$ cat src/rtl/msi_pkg.sv
// msi_pkg: shared types and constants for the merge sort with index unit.
// No dependencies.
`timescale 1ns / 1ps
`default_nettype none
package msi_pkg;
    localparam int MAX_KEYS_DEF = 64;
    localparam int KEY_W        = 32;
    localparam int POS_W        = 6;

    typedef struct packed {
        logic [KEY_W-1:0] key;
        logic             last_key;
    } entry_t;

    typedef enum logic [2:0] {
        ST_LOAD,
        ST_PASS,
        ST_MERGE,
        ST_COPY,
        ST_EMIT
    } state_t;
endpackage
`default_nettype wire

$ cat src/rtl/msi_front.sv
// msi_front: input stage, a two-entry queue between the input port and the sorter.
// Depends on msi_pkg.
`timescale 1ns / 1ps
`default_nettype none
module msi_front (
    input  wire logic               clk,
    input  wire logic               rst_n,
    input  wire logic               in_valid,
    output logic                    in_stall,
    input  wire msi_pkg::entry_t    in_entry,
    output logic                    q_valid,
    input  wire logic               q_take,
    output msi_pkg::entry_t         q_entry
);
    msi_pkg::entry_t q_mem_reg [2];
    logic            wr_ptr_reg, rd_ptr_reg;
    logic [1:0]      cnt_reg;
    logic            push, pop;

    assign in_stall = (cnt_reg == 2'd2);
    assign push     = in_valid && !in_stall;
    assign q_valid  = (cnt_reg != 2'd0);
    assign pop      = q_valid && q_take;
    assign q_entry  = q_mem_reg[rd_ptr_reg];

    always_ff @(posedge clk or negedge rst_n)
    begin
        if (!rst_n)
        begin
            wr_ptr_reg <= 1'b0;
            rd_ptr_reg <= 1'b0;
            cnt_reg    <= 2'd0;
        end
        else
        begin
            if (push)
                wr_ptr_reg <= !wr_ptr_reg;
            if (pop)
                rd_ptr_reg <= !rd_ptr_reg;
            cnt_reg <= cnt_reg + {1'b0, push} - {1'b0, pop};
        end
    end

    always_ff @(posedge clk)
    begin
        if (push)
            q_mem_reg[wr_ptr_reg] <= in_entry;
    end
endmodule
`default_nettype wire

$ cat config.mk
export PLATFORM = sky130hd
export DESIGN_NAME = msi_front
export DESIGN_NICKNAME = d
export VERILOG_FILES = /design/src/rtl/msi_pkg.sv /design/src/rtl/msi_front.sv
export SDC_FILE = /design/constraint.sdc
export NUM_CORES = 1
export LEC_CHECK = 0
export BUFFER_PORTS_ARGS = -buffer_cell sky130_fd_sc_hd__buf_4
export CORE_UTILIZATION = 30
export CTS_CLUSTER_SIZE = 16
export DETAILED_ROUTE_END_ITERATION = 16
export PLACE_DENSITY_LB_ADDON = 0.25
export SYNTH_ARGS = -nofsm -noshare
export SYNTH_HDL_FRONTEND = slang
export SYNTH_SLANG_ARGS = --single-unit
$ cat constraint.sdc
create_clock -name clk -period 5.6 [get_ports clk]
set_input_delay 0.56 -clock clk [delete_from_list [all_inputs] [get_ports clk]]
set_output_delay 0.56 -clock clk [all_outputs]
set_load 0.02 [all_outputs]
==> Yosys cells after proc, flatten, opt, wreduce, memory -nomap -nowiden <==
Memories as Yosys holds them, arrays and structs flattened.
Cells that the tools add are included.
{ "word_totals": {"output_inout_bits": 35, "mem_bits_ro": 0, "n_memories": 1, "ram_bits": 66, "elab_cells": 15, "register_bits": 4, "latchBits": 0} }
{ "memory_table": {"columns": ["memory", "depth", "word_bits", "rd", "rd_clocked_by_memory_dff", "write_ports", "line_no", "source"], "rows": [
  ["q_mem_reg", 2, 33, 1, 0, 1, "msi_front.sv:15", "msi_pkg::entry_t q_mem_reg [2];"]
]} }
{ "classes": {"div": 0, "n_shift": 0, "bitwise_logic": 0, "n_reduce_logical": 6, "mul": 0, "order_cmp": 0, "n_mux": 2, "eq_ne": 1, "add_sub_neg": 2} }
{ "ops": {"columns": ["operator", "n"], "rows": [
  ["$logic_not 1->1", 3],
  ["$add 2x1->2", 1],
  ["$eq 2x2->1 const B", 1],
  ["$logic_and 1x1->1", 2],
  ["$mux 1", 2],
  ["$reduce_bool 2->1", 1],
  ["$sub 2x1->2", 1]
]} }

==> Logic depth before layout (Yosys ltp) <==
Gate-level depths: netlist (run 1).
{ "logic_depth": {"word_depth": 5, "mapped_depth": 7} }

==> Least setup slack after synthesis (run 1) <==
Ideal clock, no wire load.
{ "synth_path": {"kind": "input port to flip-flop", "start": "in in_valid", "end": "mem q_mem_reg[0][0] (netlist name) (enable)", "setup_ns": 0.423, "path_stages": 2, "t_arrival_ns": 2.049, "required_time_ns": 5.177, "slack_ns": 3.128, "cell_sequence": "nand2_1 nor2_1"} }
{ "synth_via": {"elab_chain_len": 3} }
{ "synth_rtl": {"columns": ["element", "line_no", "source"], "rows": [
  ["start: declaration", "msi_front.sv:8", "input wire logic in_valid,"],
  ["$logic_and 1x1->1", "msi_front.sv:21", "assign push = in_valid && !in_stall;"],
  ["$mux 1", "msi_front.sv:46", "if (push)"],
  ["$mux 1 (implied by the code)", "msi_front.sv:47", "q_mem_reg[wr_ptr_reg] <= in_entry;"],
  ["end: declaration", "msi_front.sv:15", null]
]} }
No other way between the ends.

==> flow_metrics.py, run 1 <==
metrics = {
    "clock_tree": {
        "cts_made_buffers": 9,
        "cts_resized": 0,
        "h-tree-depth": 3,
        "insertion_delay_ns": 0.32,
        "cts_setup_buffers": 0,
        "clk_pin_slew_worst_paths_ns": 0.07,
        "clock-sinks": 70,
        "cts_root_buf": "clkbuf_8",
        "cts_hold_buffers": 0,
        "cts_buffer_depth": 2,
        "cts_tree": "built",
    },
    "drt": {
        "wl_met3_um": 250,
        "vias": 1314,
        "drc": 0,
        "drtIter0Drc": 32,
        "top_layer": "met4",
        "antenna_left": 0,
        "routedWlPerCell_um": 14.46,
        "firstDrtPassIters": 4,
        "wirelength_met1_um": 2030,
        "drt-total-wl_um": 4482,
        "met2_length_um": 2081,
        "vias_per_cell": 4.239,
    },
    "timing": {
        "period_share_pct": 45.65,
        "fin_crit_ns": 2.556,
        "finClkSkew_ns": 0.008258,
        "maxSlewViolCount": 0,
        "fin_setup_tns_ns": 0,
        "worst_pin_slew_ns": 1.077,
        "timing_hold_violations_final": 0,
        "fmax_mhz": 391.2,
        "setup_viol_count_final": 0,
        "max-slew-margin-rel_pct": 28.19,
        "rsz0062_at_grt": "false",
        "layout_setup_ws_ns": 3.044,
    },
    "yosys": {
        "synth.distinct_cells": 15,
        "ys_seq_area_share_pct": 76.82,
        "ys_warn_count": 0,
        "netlist_area_mm2": 0.002710,
        "syn_nets": 160,
        "avgSynthCellArea_um2": 22.40,
        "synth_cells": 121,
        "ys_seq_elements": 70,
    },
    "run_status": {
        "outcome": "finished, final reports clean",
    },
    "floorplanning": {
        "std_cell_rows": 34,
        "initial_core_util_pct": 31.08,
        "die_x_um": 97.05,
        "die_y_um": 97.05,
        "dieArea_mm2": 0.009418,
        "io_pins": 72,
        "core_mm2": 0.008721,
    },
    "final_layout": {
        "layout_common_cells": "buf_4, edfxtp_1, mux2_4, clkbuf_8, mux2_2",
        "drive_gt1_share_pct": 58.42,
        "areaGrowthSynthToFinish_pct": 29.59,
        "largest_reg_flops": 66,
        "diodes": 0,
        "fin_nets": 238,
        "num-fill-cells": 793,
        "layout_commonest_cell": "buf_4",
    },
    "setup_path": {
        "end_kind": "primary output",
        "cpMaxStageDelayCell": "dfrtp_2",
        "slowest_delay_ns": 1.08,
        "arrival_ns": 2.00,
        "worstPathCellList": "mux2_2, buf_4",
        "worstSetupStartpointType": "flop",
        "r2r-start": "cnt_reg[1]$_DFF_PN0_",
        "crit_fanout": 34,
        "crit_path_start": "rd_ptr_reg$_DFFE_PN0P_",
        "required_ns": 5.04,
        "crit_type": "reg2out",
    },
    "placement": {
        "io_buffers": 71,
        "gp_congestion": 0.6194,
        "place_ws_ns": 3.365,
        "dp_hpwl_um": 2840,
    },
    "pwr": {
        "p_leak_nw": 1.396,
        "p_per_area_mw_per_mm2": 528.8,
        "power_w": 0.001857,
        "peakVddDrop_uv": 294.9,
    },
    "global_routing": {
        "grt_pass1_vias": 1445,
        "track_usage_pct": 10.02,
        "grt_pass1_wl_um": 7093,
        "antenna_found_initial": 0,
        "gr-total-overflow": 0,
        "grt_start_max_net_pins": 35,
    },
    "min_path": {
        "hp-class": "in2async",
    },
    "flow_run": {
        "drv_cap": 0,
    },
}
worst max-delay path, delay by kind of cell, from the launching register on:
family | cells | cell delay, ns
buffers and inverters | 1 | 0.16
DFF | 1 | 1.08
muxes | 1 | 0.42
logic make-up after synthesis:
logic type                 share of synthesized area (%)
adders and majority gates                         0.9232
and+or+nand+nor                                    1.293
DFF                                                76.82
muxes                                              17.73
buffers and inverters                              1.939
xor gates and xnor gates                           1.293
cells in the mapped netlist:
cell type,count,area share [%]
and3_1,1,0.23
mux2_2,4,1.7
xnor2_1,3,0.97
nor2_1,1,0.14
buf_6,4,1.7
and2_4,1,0.32
nand2b_1,1,0.23
nand2_1,1,0.14
xor2_1,1,0.32
or2_1,1,0.23
ha_1,2,0.92
inv_1,2,0.28
dfrtp_1,4,3.7
edfxtp_1,66,73
mux2_4,29,16
layout make-up:
class,count,area (µm²),share of cell area (%)
repair buffers,71,533.0,15.18
well taps,108,135.1,3.848
clock inverters,3,37.54,1.069
inverters,2,7.507,0.2138
flip-flops and latches,70,2083,59.32
clock buffers,11,131.4,3.741
multi-input cells,45,584.3,16.64
worst paths after layout:
| check | to | slack, ns | cells past startpoint |
|---|---|---|---|
| hold reg to reg | wr_ptr_reg$_DFFE_PN0N_ | 0.55 | 1 |
| hold / removal | cnt_reg[0]$_DFF_PN0_ | 0.02 | 1 |
| min in group clk | q_mem_reg[1][10]$_DFFE_PP_ | 0.42 | 1 |
| setup / recovery | q_entry[1] | 3.04 | 2 |
| setup reg to reg | q_mem_reg[0][3]$_DFFE_PP_ | 3.74 | 3 |
| max in group asynchronous | rd_ptr_reg$_DFFE_PN0P_ | 5.46 | 1 |
where the power goes:
part / total [W] / switching [W] / internal [W] / leakage (nW)
clock: 0.000362 / 0.000163 / 0.000198 / 0.0843
combinational: 0.000674 / 0.000312 / 0.000362 / 0.653
sequential: 0.000821 / 0.000101 / 0.000720 / 0.659
layer usage:
metal,GRT usage (%),up-vias
met3,2.673,10
li1,-,617
met5,0,-
met4,6.200,0
met2,15.60,53
met1,12.40,634
metrics by stage:
step / util [%] / instances / hold slack (ns) / area (µm²)
detailed placement: 38.34 / 296 / 0.3614 / 3343
global route: 40.27 / 310 / 0.003681 / 3512
global placement: 38.34 / 296 / 0.3618 / 3343
finish: 40.27 / 310 / 0.02225 / 3512
floorplan: - / 121 / 0.2644 / 2710
CTS: 40.27 / 310 / 0.009485 / 3512
(Power assumes the default switching activity.)
==> inputs of run 2 (changes only) <==
- clock period: 5.6 -> 2.1 ns (I/O delays scaled with it)
==> flow_metrics.py, run 2 (synthesized netlist as in run 1, its figures left out) <==
metrics = {
    "floorplanning": {
        "die_y_um": 97.05,
        "initial_core_util_pct": 31.08,
        "dieArea_mm2": 0.009418,
        "core_mm2": 0.008721,
        "io_pins": 72,
        "die_x_um": 97.05,
        "std_cell_rows": 34,
    },
    "timing": {
        "max-slew-margin-rel_pct": 82.64,
        "fin_setup_tns_ns": 0,
        "fin_crit_ns": 1.743,
        "maxSlewViolCount": 0,
        "worst_pin_slew_ns": 0.2604,
        "finClkSkew_ns": 0.004058,
        "fmax_mhz": 573.8,
        "period_share_pct": 82.99,
        "timing_hold_violations_final": 0,
        "setup_viol_count_final": 0,
        "rsz0062_at_grt": "false",
    },
    "setup_path": {
        "r2r-start": "cnt_reg[1]$_DFF_PN0_",
        "required_ns": 1.89,
        "crit_fanout": 33,
        "worstSetupStartpointType": "flop",
        "r2r_slack_ns": 0.39,
        "reg2regPathDepth": 7,
        "arrival_ns": 1.53,
        "end_kind": "primary output",
        "crit_type": "reg2out",
        "r2r-end": "cnt_reg[1]$_DFF_PN0_",
    },
    "placement": {
        "dp_cells": 299,
        "io_buffers": 71,
        "post_dp_cell_area_mm2": 0.003403,
        "dp_hpwl_um": 2922,
        "gp_congestion": 0.6191,
    },
    "clock_tree": {
        "clock-sinks": 70,
        "clk_pin_slew_worst_paths_ns": 0.08,
        "cts_setup_buffers": 0,
        "cts_resized": 0,
        "cts_made_buffers": 9,
        "cts_buffer_depth": 2,
        "h-tree-depth": 3,
        "insertion_delay_ns": 0.34,
        "cts_tree": "built",
        "cts_root_buf": "clkbuf_8",
    },
    "pwr": {
        "p_leak_nw": 1.463,
        "peakVddDrop_uv": 712.0,
        "p_per_area_mw_per_mm2": 1470,
    },
    "global_routing": {
        "grt_start_max_net_pins": 34,
        "track_usage_pct": 10.38,
        "antenna_found_initial": 0,
        "gr-total-overflow": 0,
        "grt_pass1_vias": 1398,
        "grt_pass1_wl_um": 7141,
    },
    "final_layout": {
        "fin_nets": 242,
        "final_cell_area_mm2": 0.003657,
        "largest_reg_flops": 66,
        "num-fill-cells": 808,
        "areaGrowthSynthToFinish_pct": 34.95,
        "layout_commonest_cell": "buf_4",
        "layout_common_cells": "buf_4, edfxtp_1, mux2_4, clkbuf_8, mux2_2",
        "diodes": 0,
        "fin_cells": 316,
        "drive_gt1_share_pct": 61.06,
    },
    "drt": {
        "vias": 1358,
        "drt-total-wl_um": 4547,
        "routedWlPerCell_um": 14.39,
        "vias_per_cell": 4.297,
        "drc": 0,
        "drtIter0Drc": 37,
        "firstDrtPassIters": 4,
        "antenna_left": 0,
    },
    "min_path": {
        "min_to": "q_mem_reg[1][11]$_DFFE_PP_",
        "min_from": "in_entry[11]",
        "hold_depth": 1,
        "hp-class": "in2reg",
    },
    "flow_run": {
        "drv_cap": 0,
    },
    "run_status": {
        "outcome": "finished, final reports clean",
    },
}
==> run 2: cell count changes in the layout (fill, tap and decap cells not counted) <==
cell / delta
dlygate4sd3_1: +1
inv_6: +2
clkbuf_1: -2
clkinv_1: -2
clkinv_2: +1
bufinv_16: +2
buf_12: +3
clkinvlp_4: +1
==> run 2: worst max path at each step <==
stage,from,endpoint,cells after the start
detailed placement,cnt_reg[1]$_DFF_PN0_,cnt_reg[1]$_DFF_PN0_,7
CTS,rd_ptr_reg$_DFFE_PN0P_,q_entry[2],3
finish,rd_ptr_reg$_DFFE_PN0P_,q_entry[2],3
global route,cnt_reg[1]$_DFF_PN0_,cnt_reg[1]$_DFF_PN0_,7
global placement,cnt_reg[1]$_DFF_PN0_,cnt_reg[1]$_DFF_PN0_,7
floorplan,cnt_reg[1]$_DFF_PN0_,q_mem_reg[0][0]$_DFFE_PP_,3
==> run 2: worst max-delay path: stages (launching register included) <==
cell,delay (ns)
dfrtp_2,0.39
buf_12,0.26
mux2_2,0.38
buf_4,0.16
==> run 2: timing repair <==
item / in CTS / in global routing
endpoints found under the hold margin: 4 / 0
hold buffers: 1 / 0
setup endpoints to repair: 0 / 0
==> run 2: power breakdown <==
group | total (W) | internal [W] | switching (W)
clock | 0.00130 | 0.000795 | 0.000509
combinational | 0.00206 | 0.00103 | 0.00103
sequential | 0.00201 | 0.00191 | 0.0000954
==> run 2: stage by stage <==
stage | power (W) | hold WS, ns | setup slack, ns | utilization [%]
after global routing | 0.005648 | 0.03191 | 0.2639 | 41.94
after floorplan | 0.003415 | -0.08559 | 0.2349 | -
after CTS | 0.005476 | 0.03241 | 0.3034 | 41.94
after detailed placement | 0.004157 | 0.009483 | 0.4133 | 39.02
final | 0.005378 | 0.05169 | 0.3572 | 41.94
after global placement | 0.004131 | 0.01025 | 0.4638 | 39.02
==> run 2: layer usage <==
metal	track usage [%]	part of all wire (%)
met5	0	0
met4	6.544	2.6
met3	3.179	5.5
met1	12.01	41
met2	16.74	51
==> run 2: cell type report <==
type	instances	area [µm²]	share of cell area, %
sequential	70	2083	56.96
clock buffer	9	123.9	3.387
timing repair buffer	75	603.1	16.49
clock inverter	7	120.1	3.284
inverter	2	7.507	0.2053
tap	108	135.1	3.695
multi-input combinational	45	584.3	15.98
